<file path="src/hdl/zrld_pkg.sv">
// zrld_pkg: shared types and codes for the zero-run / literal stream decoder
// no dependencies; imported by zero_run_literal_decoder_unit
package zrld_pkg;

  // configuration register indexes
  localparam logic REG_CODEC_ID      = 1'b0;
  localparam logic REG_EXPECTED_SIZE = 1'b1;

  // status codes reported with the last beat of a stream
  localparam logic [3:0] ST_OK            = 4'd0;
  localparam logic [3:0] ST_TOO_SMALL     = 4'd1;
  localparam logic [3:0] ST_BAD_CODEC     = 4'd2;
  localparam logic [3:0] ST_SIZE_MISMATCH = 4'd3;
  localparam logic [3:0] ST_TRUNC_VARINT  = 4'd4;
  localparam logic [3:0] ST_VARINT_LARGE  = 4'd5;
  localparam logic [3:0] ST_ZERO_RUN      = 4'd6;
  localparam logic [3:0] ST_OVERFLOW      = 4'd7;
  localparam logic [3:0] ST_UNKNOWN_TOKEN = 4'd8;
  localparam logic [3:0] ST_TRUNC_LITERAL = 4'd9;
  localparam logic [3:0] ST_SHORT_OUTPUT  = 4'd10;

  // token bytes
  localparam logic [7:0] TOK_ZERO_RUN = 8'h00;
  localparam logic [7:0] TOK_LITERAL  = 8'h01;

  localparam int unsigned MAX_LEN_BYTES = 9;
  localparam int unsigned HEADER_LAST   = 4;

  typedef struct packed {
    logic [7:0]  out_byte;
    logic [31:0] repeat_count;
    logic        data_valid;
    logic        done_res;
    logic [3:0]  status;
  } zrld_res_t;

endpackage

</file>
<file path="src/hdl/zero_run_literal_decoder_unit.sv">
// zero_run_literal_decoder_unit: decodes a zero-run / literal token stream
// depends on zrld_pkg (codes and result type)
//
//  channel | direction | handshake          | payload
//  in      | sink      | in_valid/in_stall   | in_byte, last
//  out     | source    | out_valid/out_stall | out_byte, repeat_count, data_valid,
//          |           |                     | done_res, status
//  cfg     | sink      | cfg_write           | cfg_index, cfg_data
//
// one beat per cycle sustained while in_stall is low: input register,
// one pass of decode logic, result register, which takes each result while out is free
// a skid register behind the result register absorbs one result while out is stalled
// in_stall rises only when the skid register is full and an item waits in the input register
// rst is synchronous and clears stream state, configuration and all valid flags
module zero_run_literal_decoder_unit (
  input  logic        clk,
  input  logic        rst,
  input  logic        in_valid,
  output logic        in_stall,
  input  logic [7:0]  in_byte,
  input  logic        last,
  output logic        out_valid,
  input  logic        out_stall,
  output logic [7:0]  out_byte,
  output logic [31:0] repeat_count,
  output logic        data_valid,
  output logic        done_res,
  output logic [3:0]  status,
  input  logic        cfg_write,
  input  logic        cfg_index,
  input  logic [31:0] cfg_data
);
  import zrld_pkg::*;

  localparam logic [1:0] PH_HEADER  = 2'd0;
  localparam logic [1:0] PH_TOKEN   = 2'd1;
  localparam logic [1:0] PH_LENGTH  = 2'd2;
  localparam logic [1:0] PH_LITERAL = 2'd3;

  // configuration
  logic [7:0]  codec_id;
  logic [31:0] expected_size;

  // input register
  logic        s1_valid;
  logic [7:0]  s1_byte;
  logic        s1_last;

  // stream state
  logic [1:0]  phase, phase_next;
  logic [2:0]  header_count, header_count_next;
  logic        codec_bad, codec_bad_next;
  logic [31:0] declared_size, declared_size_next;
  logic [7:0]  token_value, token_value_next;
  logic [62:0] length_accum, length_accum_next;
  logic [3:0]  length_bytes, length_bytes_next;
  logic [31:0] produced_count, produced_count_next;
  // a literal run never exceeds the remaining room, so 32 bits hold it
  logic [31:0] literal_left, literal_left_next;
  logic [3:0]  error_code, error_code_next;

  // result and skid registers
  zrld_res_t   out_res;
  logic        skid_valid;
  zrld_res_t   skid_res;

  logic        advance;
  logic        produce;
  logic        emit;
  zrld_res_t   res;
  logic [1:0]  lane;
  logic [6:0]  shamt7;
  logic [31:0] room;
  logic        out_taken;

  assign advance   = s1_valid && !skid_valid;
  assign in_stall  = s1_valid && skid_valid;
  assign out_taken = out_valid && !out_stall;

  assign lane   = header_count[1:0] - 2'd1;
  assign shamt7 = 7'(length_bytes) * 7'd7;
  assign room   = declared_size - produced_count;

  always_comb begin
    phase_next          = phase;
    header_count_next   = header_count;
    codec_bad_next      = codec_bad;
    declared_size_next  = declared_size;
    token_value_next    = token_value;
    length_accum_next   = length_accum;
    length_bytes_next   = length_bytes;
    produced_count_next = produced_count;
    literal_left_next   = literal_left;
    error_code_next     = error_code;
    emit                = 1'b0;
    res                 = '0;

    if (error_code == ST_OK) begin
      case (phase)
        PH_HEADER: begin
          if (header_count == 3'd0) begin
            codec_bad_next = (s1_byte != codec_id);
          end else begin
            declared_size_next = declared_size | ({24'd0, s1_byte} << {lane, 3'b000});
          end
          if (header_count >= 3'(HEADER_LAST)) begin
            if (codec_bad) begin
              error_code_next = ST_BAD_CODEC;
            end else if (declared_size_next != expected_size) begin
              error_code_next = ST_SIZE_MISMATCH;
            end else begin
              phase_next = PH_TOKEN;
            end
          end else begin
            header_count_next = header_count + 3'd1;
          end
        end
        PH_TOKEN: begin
          token_value_next  = s1_byte;
          length_accum_next = '0;
          length_bytes_next = '0;
          phase_next        = PH_LENGTH;
        end
        PH_LENGTH: begin
          length_accum_next = length_accum | ({56'd0, s1_byte[6:0]} << shamt7[5:0]);
          length_bytes_next = length_bytes + 4'd1;
          if (s1_byte[7]) begin
            if (!s1_last && length_bytes_next >= 4'(MAX_LEN_BYTES)) begin
              error_code_next = ST_VARINT_LARGE;
            end
          end else if (length_accum_next == '0) begin
            error_code_next = ST_ZERO_RUN;
          end else if (length_accum_next > {31'd0, room}) begin
            error_code_next = ST_OVERFLOW;
          end else if (token_value == TOK_ZERO_RUN) begin
            produced_count_next = produced_count + length_accum_next[31:0];
            emit                = 1'b1;
            res.out_byte        = 8'd0;
            res.repeat_count    = length_accum_next[31:0];
            phase_next          = PH_TOKEN;
          end else if (token_value == TOK_LITERAL) begin
            literal_left_next = length_accum_next[31:0];
            phase_next        = PH_LITERAL;
          end else begin
            error_code_next = ST_UNKNOWN_TOKEN;
          end
        end
        PH_LITERAL: begin
          emit                = 1'b1;
          res.out_byte        = s1_byte;
          res.repeat_count    = 32'd1;
          produced_count_next = produced_count + 32'd1;
          literal_left_next   = literal_left - 32'd1;
          if (literal_left_next == '0) begin
            phase_next = PH_TOKEN;
          end
        end
        default: begin
          phase_next = PH_HEADER;
        end
      endcase
    end

    res.data_valid = emit;
    res.done_res   = s1_last;

    if (s1_last) begin
      if (error_code_next == ST_OK) begin
        if (phase_next == PH_HEADER) begin
          error_code_next = ST_TOO_SMALL;
        end else if (phase_next == PH_LENGTH) begin
          error_code_next = ST_TRUNC_VARINT;
        end else if (phase_next == PH_LITERAL) begin
          error_code_next = ST_TRUNC_LITERAL;
        end else if (produced_count_next != declared_size_next) begin
          error_code_next = ST_SHORT_OUTPUT;
        end
      end
      res.status = error_code_next;
      // stream closes: back to the header phase
      phase_next          = PH_HEADER;
      header_count_next   = '0;
      codec_bad_next      = 1'b0;
      declared_size_next  = '0;
      token_value_next    = '0;
      length_accum_next   = '0;
      length_bytes_next   = '0;
      produced_count_next = '0;
      literal_left_next   = '0;
      error_code_next     = ST_OK;
    end

    produce = emit || s1_last;
  end

  // configuration writes
  always_ff @(posedge clk) begin
    if (rst) begin
      codec_id      <= '0;
      expected_size <= '0;
    end else if (cfg_write) begin
      case (cfg_index)
        REG_CODEC_ID:      codec_id      <= cfg_data[7:0];
        REG_EXPECTED_SIZE: expected_size <= cfg_data;
        default: begin
        end
      endcase
    end
  end

  // input register
  always_ff @(posedge clk) begin
    if (rst) begin
      s1_valid <= 1'b0;
    end else if (in_valid && !in_stall) begin
      s1_valid <= 1'b1;
    end else if (advance) begin
      s1_valid <= 1'b0;
    end
    if (in_valid && !in_stall) begin
      s1_byte <= in_byte;
      s1_last <= last;
    end
  end

  // stream state
  always_ff @(posedge clk) begin
    if (rst) begin
      phase          <= PH_HEADER;
      header_count   <= '0;
      codec_bad      <= 1'b0;
      declared_size  <= '0;
      token_value    <= '0;
      length_accum   <= '0;
      length_bytes   <= '0;
      produced_count <= '0;
      literal_left   <= '0;
      error_code     <= ST_OK;
    end else if (advance) begin
      phase          <= phase_next;
      header_count   <= header_count_next;
      codec_bad      <= codec_bad_next;
      declared_size  <= declared_size_next;
      token_value    <= token_value_next;
      length_accum   <= length_accum_next;
      length_bytes   <= length_bytes_next;
      produced_count <= produced_count_next;
      literal_left   <= literal_left_next;
      error_code     <= error_code_next;
    end
  end

  // result register with skid behind it
  always_ff @(posedge clk) begin
    if (rst) begin
      out_valid  <= 1'b0;
      skid_valid <= 1'b0;
    end else if (advance && produce) begin
      if (!out_valid || out_taken) begin
        out_valid <= 1'b1;
      end else begin
        skid_valid <= 1'b1;
      end
    end else if (out_taken) begin
      out_valid  <= skid_valid;
      skid_valid <= 1'b0;
    end
    if (advance && produce) begin
      if (!out_valid || out_taken) begin
        out_res <= res;
      end else begin
        skid_res <= res;
      end
    end else if (out_taken && skid_valid) begin
      out_res <= skid_res;
    end
  end

  assign out_byte     = out_res.out_byte;
  assign repeat_count = out_res.repeat_count;
  assign data_valid   = out_res.data_valid;
  assign done_res     = out_res.done_res;
  assign status       = out_res.status;

  // skid only fills behind a held result
  a_skid_behind_out: assert property (@(posedge clk) disable iff (rst)
    skid_valid |-> out_valid)
    else $error("skid register holds a result while result register is empty");

  // status is only reported on the closing beat
  a_status_on_done: assert property (@(posedge clk) disable iff (rst)
    out_valid && !out_res.done_res |-> out_res.status == ST_OK)
    else $error("nonzero status on a beat that does not close the stream");

  // once an error is latched no data leaves
  a_no_data_after_error: assert property (@(posedge clk) disable iff (rst)
    advance && error_code != ST_OK |-> !emit)
    else $error("data emitted after an error was latched");

  // output never exceeds the declared size
  a_produced_bound: assert property (@(posedge clk) disable iff (rst)
    produced_count <= declared_size)
    else $error("produced count passed declared size");

  // stream state returns to header after a closing beat
  a_close_resets: assert property (@(posedge clk) disable iff (rst)
    advance && s1_last |=> phase == PH_HEADER && error_code == ST_OK)
    else $error("stream state not cleared after last beat");

endmodule
</file>
<file path="config.mk">
export PLATFORM = sky130hd
export DESIGN_NAME = zero_run_literal_decoder_unit
export DESIGN_NICKNAME = d
export VERILOG_FILES = /design/src/hdl/zrld_pkg.sv /design/src/hdl/zero_run_literal_decoder_unit.sv
export SDC_FILE = /design/constraint.sdc
export NUM_CORES = 1
export LEC_CHECK = 0
export ABC_AREA = 1
export BUFFER_PORTS_ARGS = -buffer_cell sky130_fd_sc_hd__buf_2
export CAP_MARGIN = 5
export CORE_MARGIN = 3
export CORE_UTILIZATION = 30
export DETAILED_ROUTE_END_ITERATION = 10
export PLACE_DENSITY = 0.43
export SKIP_LAST_GASP = 1
export SLEW_MARGIN = 20
export SYNTH_ARGS = -nofsm -noshare
export SYNTH_HDL_FRONTEND = slang
export SYNTH_SLANG_ARGS = --single-unit
</file>
<file path="constraint.sdc">
create_clock -name clk -period 17.4 [get_ports clk]
set_input_delay 0.87 -clock clk [delete_from_list [all_inputs] [get_ports clk]]
set_output_delay 0.87 -clock clk [all_outputs]
set_load 0.03 [all_outputs]
</file>
==> flow_summary_export.csv <==
group,metric,value,unit
outcome,status,"finished, final reports clean",
cts,cts-root-buf,"clkbuf_16",
cts,cts.clk_slew.worst_paths,0.06,ns
sta,grt_setup_unrepaired,"false",
synth,ys_ff_latch,325,
route,vias,22838,
critical_path,crit_start,"produced_count[0]",
critical_path,worst_ep_required_time,17.84,ns
cells_and_area,seqCellArea,7520,µm²
route,wire_per_inst,22.0,µm
pwr,switchingPower,615,µW
pwr,clkPwrFrac,43.7,%
cells_and_area,post-route-util,34.3,%
critical_path,r2r_end,"status[1]",
critical_path,path_common_cell,"nand2_1",
global_routing,antenna_found_initial,0,
global_routing,grt_pass1_wl,141000,µm
critical_path,worst_setup_path_end_kind,"register",
pwr,seqPwrFrac,40.6,%
run,drv_cap,0,
route,m1WireLength,43400,µm
sta,min_period_over_period,49.9,%
cts,cts_max_level,2,
sta,hold_violations,0,
critical_path,crit_arrival,9.13,ns
pwr,p_leak,10.9,nW
cells_and_area,fin_cells,4331,
sta,fin_tns_setup,0,ns
synth,synth.avg_cell_area,6.77,µm²
cts,cts.hold.buffers_added,0,
route,drt_iter0_markers,1983,
hold_path,hold_path_class,"register to register",
floorplanning,core_area,73300,µm²
critical_path,worstPathMaxFanout,32,
route,ant_nets,0,
synth,synth-edff-count,101,
route,drt_wl_total,95100,µm
route,drc,0,
cts,cts_buffer_depth,3,
synth,seq_area_frac_synth,33.7,%
sta,report.final.slew_viol_count,0,
sta,fmax,0.115,GHz
floorplanning,num_rows,99,
cts,cts_sinks,325,
synth,synthAdderAreaFrac,6.59,%
route,met3_length,4360,µm
floorplanning,fp.dieArea,77700,µm²
sta,relSlewSlack,23.7,%
synth,async_reset_ff_share,0,%
synth,ys_dominant_reg_cell,"dfxtp_1",
cells_and_area,multi_input_area,12900,µm²
cells_and_area,antenna_cells,0,
place,place_congestion,0.961,
critical_path,r2r_start,"produced_count[0]",
pwr,power_density,79.2,nW/µm²
cells_and_area,post_route_cells_drive_above_1_share,7.35,%
synth,syn-instance-count,3300,
route,route.met2.wl,44100,µm
place,portBuffers,94,
critical_path,worst-r2r-setup-slack,8.71,ns
floorplanning,fp.dieH,279,µm
floorplanning,die_w,279,µm
global_routing,grt_overflow,0,
cts,cts_tree,"yes",
critical_path,slowest_delay,0.76,ns
synth,netlist-cell-type-count,55,
global_routing,grtUsageTotal,23.8,%
sta,setup_viol,0,
floorplanning,io_pins,95,
critical_path,worstSetupStartpointType,"register",
cells_and_area,area_growth,12.5,%
cts,post_cts_buffers,0,
route,drt-pass1-iter-count,8,
synth,ys_warn_count,0,
synth,muxShareOfSynthArea,0,%
synth,synth-compound-area-share,15.0,%
synth,synth_area,22300,µm²
floorplanning,initial_core_util,30.4,%
pwr,switching_share,30.9,%
critical_path,rr_worst_depth,50,
sta,period_minus_slack,8.69,ns
route,top_layer,"met4",
place,dp_hpwl,71400,µm
synth,synth_fp_nets,3461,
sta,tightest_slew,1.14,ns
sta,clock_skew,0.0188,ns
critical_path,setup.worst_path.end,"status[1]",
cts,clk_latency,0.58,ns
synth,synth-simple-area-share,31.0,%
synth,synth_xor_area_share,5.05,%
place,placed_cells,4257,
route,vias_per_cell,5.27,
critical_path,critPathSlowestCell,"nor2_4",
cts,numCtsBuffers,42,
hold_path,holdPathStages,2,
pwr,ir_worst_vdd,55.0,µV
pwr,combPwrFrac,15.8,%
global_routing,grt_max_degree,74,
critical_path,worst-setup-path-type,"register to register",
synth,synth_top_family_by_area,"simple AND/OR/NAND/NOR gates",
pwr,power.internal,1.37,mW
cells_and_area,fillers,7986,
cells_and_area,nets,3503,
cts,cts_resized,0,
global_routing,grt_pass1_vias,21980,
## cells in the mapped netlist, types with 5 or more instances
library cell / count / share of area (%)
a211oi_1: 46 / 1.5
o211ai_1: 11 / 0.37
xor2_1: 62 / 2.4
buf_2: 28 / 0.63
buf_6: 5 / 0.25
edfxtp_1: 101 / 14
a21oi_1: 276 / 6.2
inv_2: 9 / 0.15
nor2_1: 328 / 5.5
nand4_1: 64 / 1.8
o21ai_1: 10 / 0.22
nand3b_1: 6 / 0.20
o21bai_1: 22 / 0.74
nor3_1: 89 / 2.0
nor4_1: 19 / 0.53
dfxtp_1: 224 / 20
o21ai_0: 188 / 4.2
buf_1: 8 / 0.13
a21o_1: 8 / 0.27
or2_2: 6 / 0.17
ha_1: 108 / 6.1
nand2_1: 846 / 14
fa_1: 6 / 0.54
xnor2_1: 65 / 2.5
o2111ai_1: 9 / 0.35
inv_1: 341 / 5.7
clkbuf_1: 98 / 1.6
nand3_1: 247 / 5.5
a31oi_1: 16 / 0.45
## critical path: cells and delay by family (launching register included)
| family | cells | cell delay [ns] |
|---|---|---|
| adder cells (fa/ha/maj) | 3 | 1.03 |
| flip-flops | 1 | 0.53 |
| buffers and inverters | 4 | 0.25 |
| AND/OR/NAND/NOR | 31 | 4.26 |
| AO/OA/AOI/OAI | 11 | 1.83 |
| XOR/XNOR | 1 | 0.58 |
## layer usage
layer	vias up	GRT usage, %
met5	-	0
met4	0	7.88
met3	152	2.44
met2	677	39.6
met1	10929	32.4
li1	11080	-
## cells in the final DEF (no fill, tap or decap), types with 6 or more instances in the layout
master / n
a21oi_1: 275
a21o_1: 8
nor3_1: 88
clkbuf_1: 14
or2_2: 6
fa_1: 6
nand3_1: 247
buf_4: 45
nand2_2: 6
inv_1: 339
edfxtp_1: 101
clkbuf_16: 42
inv_2: 11
nor4_1: 18
xnor2_1: 65
o21ai_0: 188
dfxtp_1: 224
o2111ai_1: 9
nand4_1: 64
a211oi_1: 46
nor2_1: 322
nor2_2: 7
nand2_1: 844
xor2_1: 62
o211ai_1: 11
o21ai_1: 10
buf_2: 93
ha_1: 108
o21bai_1: 22
a31oi_1: 16
nand3b_1: 6
## per-stage QoR
step	setup slack [ns]	hold WS, ns	instance area, µm²	power [mW]
detailed placement	8.82	0.453	23800	1.14
global placement	8.99	0.449	23800	1.13
floorplan	9.72	0.438	22300	1.03
finish	8.71	0.462	25100	1.99
global route	8.11	0.448	25100	2.08
CTS	8.82	0.438	25100	2.01
## registers in the layout, summed over array words and instances (netlist names), 2 cells and up
name,cells
length_accum,63
skid_res,46
token_value,8
declared_size,32
codec_id,8
header_count,3
expected_size,32
repeat_count,32
out_byte,8
produced_count,32
s1_byte,8
error_code,4
literal_left,32
length_bytes,4
phase,2
status,4
## worst min path at each step
stage	slack [ns]	start	end
6_report	0.46	length_accum[10]	length_accum[10]
5_1_grt	0.45	in_byte[0]	s1_byte[0]
4_1_cts	0.44	in_byte[0]	s1_byte[0]
3_5_place_dp	0.45	length_accum[10]	length_accum[10]
3_3_place_gp	0.45	length_accum[30]	length_accum[30]
2_1_floorplan	0.44	length_accum[36]	length_accum[36]
## power groups by stage
stage	Sequential, mW	Clock [mW]	Combinational [mW]
2_1_floorplan	0.824	0	0.204
3_3_place_gp	0.824	0	0.311
3_5_place_dp	0.824	0	0.312
4_1_cts	0.808	0.893	0.314
5_1_grt	0.809	0.924	0.342
6_report	0.807	0.869	0.313
## area by class of cell
cell class                      instances  share of cell area (%)
Clock buffer                           61                    4.67
Clock inverter                         13                   0.608
Inverter                              354                    5.29
Multi-Input combinational cell       2481                    51.5
Sequential cell                       325                    29.9
Tap cell                              959                    4.78
Timing Repair Buffer                  138                    3.20
## cell families after synthesis
family                     Yosys count
and+or+nand+nor                   1634
adders and majority gates          114
buffers and inverters              494
DFF                                325
xor gates and xnor gates           128
AOI/OAI and AO/OA                  605
No activity file was read; power rests on OpenSTA's default activity.
